===== config.mk =====
export PLATFORM = sky130hd
export DESIGN_NAME = gelp_ram
export DESIGN_NICKNAME = d
export VERILOG_FILES = /design/src/rtl/core/gelp_ram.sv
export SDC_FILE = /design/constraint.sdc
export NUM_CORES = 2
export LEC_CHECK = 0
export BUFFER_PORTS_ARGS = -buffer_cell sky130_fd_sc_hd__buf_2
export CAP_MARGIN = 0
export CORE_UTILIZATION = 63
export CTS_CLUSTER_DIAMETER = 30
export CTS_CLUSTER_SIZE = 30
export DETAILED_ROUTE_END_ITERATION = 16
export PLACE_DENSITY = 0.79
export SYNTH_ARGS = -nofsm -noshare
export SYNTH_HDL_FRONTEND = slang
export SYNTH_SLANG_ARGS = --single-unit
export TNS_END_PERCENT = 5

===== constraint.sdc =====
create_clock -name clk -period 4.9 [get_ports clk]
set_clock_uncertainty 0.1 [all_clocks]
set_input_delay 0.49 -clock clk [delete_from_list [all_inputs] [get_ports clk]]
set_output_delay 0.49 -clock clk [all_outputs]
set_load 0.1 [all_outputs]

===== src/rtl/core/gelp_ram.sv =====
// Generic single-write, single-read RAM with a registered read port.
`timescale 1ns / 1ps
module gelp_ram #(
	parameter int WIDTH = 32,
	parameter int DEPTH = 64
) (
	input  logic                     clk,
	input  logic                     we,
	input  logic [$clog2(DEPTH)-1:0] waddr,
	input  logic [WIDTH-1:0]         wdata,
	input  logic [$clog2(DEPTH)-1:0] raddr,
	output logic [WIDTH-1:0]         rdata
);

	logic [WIDTH-1:0] mem [0:DEPTH-1];

	always_ff @(posedge clk) begin
		if (we) begin
			mem[waddr] <= wdata;
		end
		rdata <= mem[raddr];
	end

endmodule


# After elaboration in Yosys (flattened, before gate mapping)
# Memories as Yosys holds them, arrays and structs flattened. A register that Yosys moved wholly into a read port is not among the register bits.
# Index checks and enable logic that the tools add are counted.
# Widths: inputs -> output; s select.
# classes
n_mux	2
# op_table
op	count
$mux 1	2
# totals
wordCells	3
regBits	0
output_inout_bits	32
mem_bits_rw	2048
in_bits	46
memories	1
# memory_table
memory	depth	width	rd	rd_clocked_by_memory_dff	write_ports	line_no	rtl
mem	64	32	1	1	1	15	logic [WIDTH-1:0] mem [0:DEPTH-1];

# Logic depth before layout (Yosys ltp)
# depth
ltp_word	2
ltp_mapped	10
mapped_depth_nobuf	5

# Worst setup path before layout
# Ideal clock, no wire load.
# synth_path
path_kind	input port to flip-flop
startpoint	input port waddr[3]
endpoint	memory mem[48][0], enable pin
path_slack_ns	1.150
t_required_ns	4.339
t_arrival_ns	3.189
cell_stages	4
setup_ns	0.461
path_buffers	1
cell_sequence	clkbuf_1 -> nor2b_1 -> nand4b_1 -> nor3_1
# synth_rtl
element	line_no	rtl
from (decl)	9	input logic [$clog2(DEPTH)-1:0] waddr,
to (decl)	15	
# No word-level cell before the write port.

==> qor.txt <==
area leader, netlist - edfxtp_1
number of iterations in the first detailed-routing pass - 6
number of H-tree branching levels - 5
portion of synthesized cell area occupied by the leading cell type - 78.3%
number of gates resized after cts - 0
Via-to-Cell Ratio - 7.41
maximum number of pins on one net before global-route repair - 83
Die Footprint - 126,000 um2
worst supply voltage drop on vdd - 0.501 mV
antenna violation net count after detailed routing - 0
worst hold path startpoint - wdata[7]
later-pin clock latency in the skew report - 0.94 ns
Worst Hold Depth - 2
met1 capacity usage during global routing - 47.3%
initial drt markers - 7,460
post-synthesis sequential element count - 2,080
Sink Count - 2,080
post-route minimum period - 3.36 ns
worst-case headroom to the max-slew limit - 1.85%
Post-Synthesis Mean Instance Area - 23.6 um2
TritonCTS clock tree - done
reg-to-reg slack, setup - 2.09 ns
RD Place Congestion - 0.869
CP Capture Type - flop
final std cells w/o fill - 5,656
Warnings, synthesis - 0
GRT overflow - 0
number of top-level pins - 78
path depth of the worst reg2reg path - 4
core region area - 124,000 um2
count of buffers from port buffering - 77
area of the mapped netlist - 78,500 um2
vertical die dimension - 355 um
buffer levels on the longest clock path - 4
global-route usage over all layers - 38.4%
synth top area cells - edfxtp_1 78%, mux4_2 16%, mux2i_1 1.2%, dfxtp_1 0.82%, o22ai_1 0.67%
final routed wire length divided by cell count - 42.1 um
kind of path behind the tightest hold check - input pin to flop
setup fix buffers added after clock tree synthesis - 0
CTS Root Buffer Type - clkbuf_16
required time of the critical path - 5.52 ns
destination of the worst register-to-register timing path - rdata[24]
run status - complete, no violations
max capacitance violation total - 0
Reg2Reg Launch Point - mem[26][24]
setup repair after global routing missed its margin - no
critical path launch point type - input pin
starting density of the core - 63.5%
DP HPWL - 113,000 um
Global Route met2 Usage - 61.3%
total number of placement rows - 129
number of placed instances, taps included - 5,010
initial antenna violation count - 30
Worst-path clk slew - 0.06 ns
number of distinct library cells after synthesis - 34
number of remaining DRC errors - 0
sequential area share after synthesis - 79.1%
setup violators final - 0
hold worst-path end - mem[9][7]
Max FO, Critical Path - 77
global-route wire length before repair - 329,000 um
data arrival time of the worst path - 3.98 ns
share of post-route cells with drive strength above 1 - 35.1%
via count - 41,900
busiest metal layer after global routing - met2
hold-fix buffers at CTS - 0
Area Overhead vs Synth - 19.3%
DIE WIDTH - 355 um
final-report max-slew violation count - 0
number of hold violations in the final report - 0
maximum frequency from static timing analysis - 298 MHz
via count of the first global-routing pass - 43,100
Final Routed Wirelength - 238,000 um
Inserted Clock Buffers - 352
Power per Cell Area - 501 nW/um2
synthesized netlist net count - 3,370
Worst Path Class, Setup - input pin to flop
worst slew pin tran - 1.47 ns
count of nets after finishing - 3,773
met3 Resource Use GR - 11.0%
setup total negative slack - 0 ns
share of the clock period used by the worst path - 68.5%
count of mapped cells out of synthesis - 3,324
static leakage - 30.2 nW
## power by group
part	switching, mW	internal, mW
Sequential	0.131	19.7
Clock	9.06	15.7
Combinational	1.59	0.667
Total	10.8	36.1
## cells in the mapped netlist (all sizes together)
library cell and n:
and3 4, a311oi 8, clkbuf 74, nand4 2, or2 3, nand3 5
nand4b 1, nand2 26, nor2b 15, o221ai 27, nor3 7, o22ai 84
a41o 4, buf 108, a22oi 12, nand2b 8, or3b 5, mux2i 93
dfxtp 32, nand3b 5, a31oi 1, nor2 137, and2 2, mux4 544
a21oi 62, edfxtp 2048, o32ai 4, or3 3
## area by class of cell
cell class / instances / area (um2)
Antenna cell: 15 / 37.5
Clock buffer: 407 / 9300
Clock inverter: 224 / 2470
Fill cell: 5809 / 30000
Multi-Input combinational cell: 1062 / 16000
Sequential cell: 2080 / 62100
Tap cell: 1637 / 2050
Timing Repair Buffer: 231 / 1720
## cell families after synthesis
kind of cell    synth area share, %
flops                          79.1
simple gates                   1.27
buf+inv                        1.13
mux                            16.8
compound gates                 1.67
## flip-flops by register name, indices dropped and copies added (netlist names)
register  count
rdata        32
mem        2048
## how the worst max path moves through the flow
| stage | start | to | cells after the start |
|---|---|---|---|
| after detailed placement | raddr[1] | rdata[22] | 7 |
| after CTS | raddr[0] | rdata[10] | 6 |
| after floorplan | waddr[3] | mem[48][0] | 4 |
| after global routing | raddr[2] | rdata[8] | 8 |
| final | raddr[2] | rdata[8] | 8 |
| after global placement | raddr[0] | rdata[15] | 7 |
## worst max-delay path, cell delays in order
cell and delay, ns:
buf_8 0.48, buf_4 0.64, nor2b_1 0.22, buf_4 0.35
a22oi_1 0.18, and3_1 0.25, o32ai_1 0.99, nor3_1 0.10
## routing by layer
metal	share of wire, %	up-vias
met5	0.076	-
met4	6.9	28
met3	14	952
met2	49	4178
met1	30	21500
li1	-	15200
## cell usage in the layout, fill, tap and decap left out, types with 17 or more instances in the layout
cell type,count
nor2_4,62
buf_2,73
clkinvlp_4,30
buf_4,143
bufinv_16,38
o221ai_1,27
dfxtp_1,32
nor2_1,75
nand2_1,26
a21oi_1,62
o22ai_1,84
inv_8,17
clkinv_1,30
clkbuf_1,37
mux4_2,544
clkinv_4,22
inv_6,41
clkbuf_16,361
clkinv_2,44
edfxtp_1,2048
mux2i_1,93
## metrics by stage
stage	utilization, %	total power [mW]	setup WS, ns	hold WS (ns)	instance area (um2)
2_1_floorplan	-	21.4	1.15	0.489	78500
3_3_place_gp	66.2	22.2	1.06	0.647	81900
3_5_place_dp	66.2	22.3	0.985	0.637	81900
4_1_cts	75.7	46.8	1.85	0.136	93600
5_1_grt	75.7	47.6	1.63	0.167	93700
6_report	75.8	46.9	1.54	0.152	93700
Power figures use the tool's default switching activity.
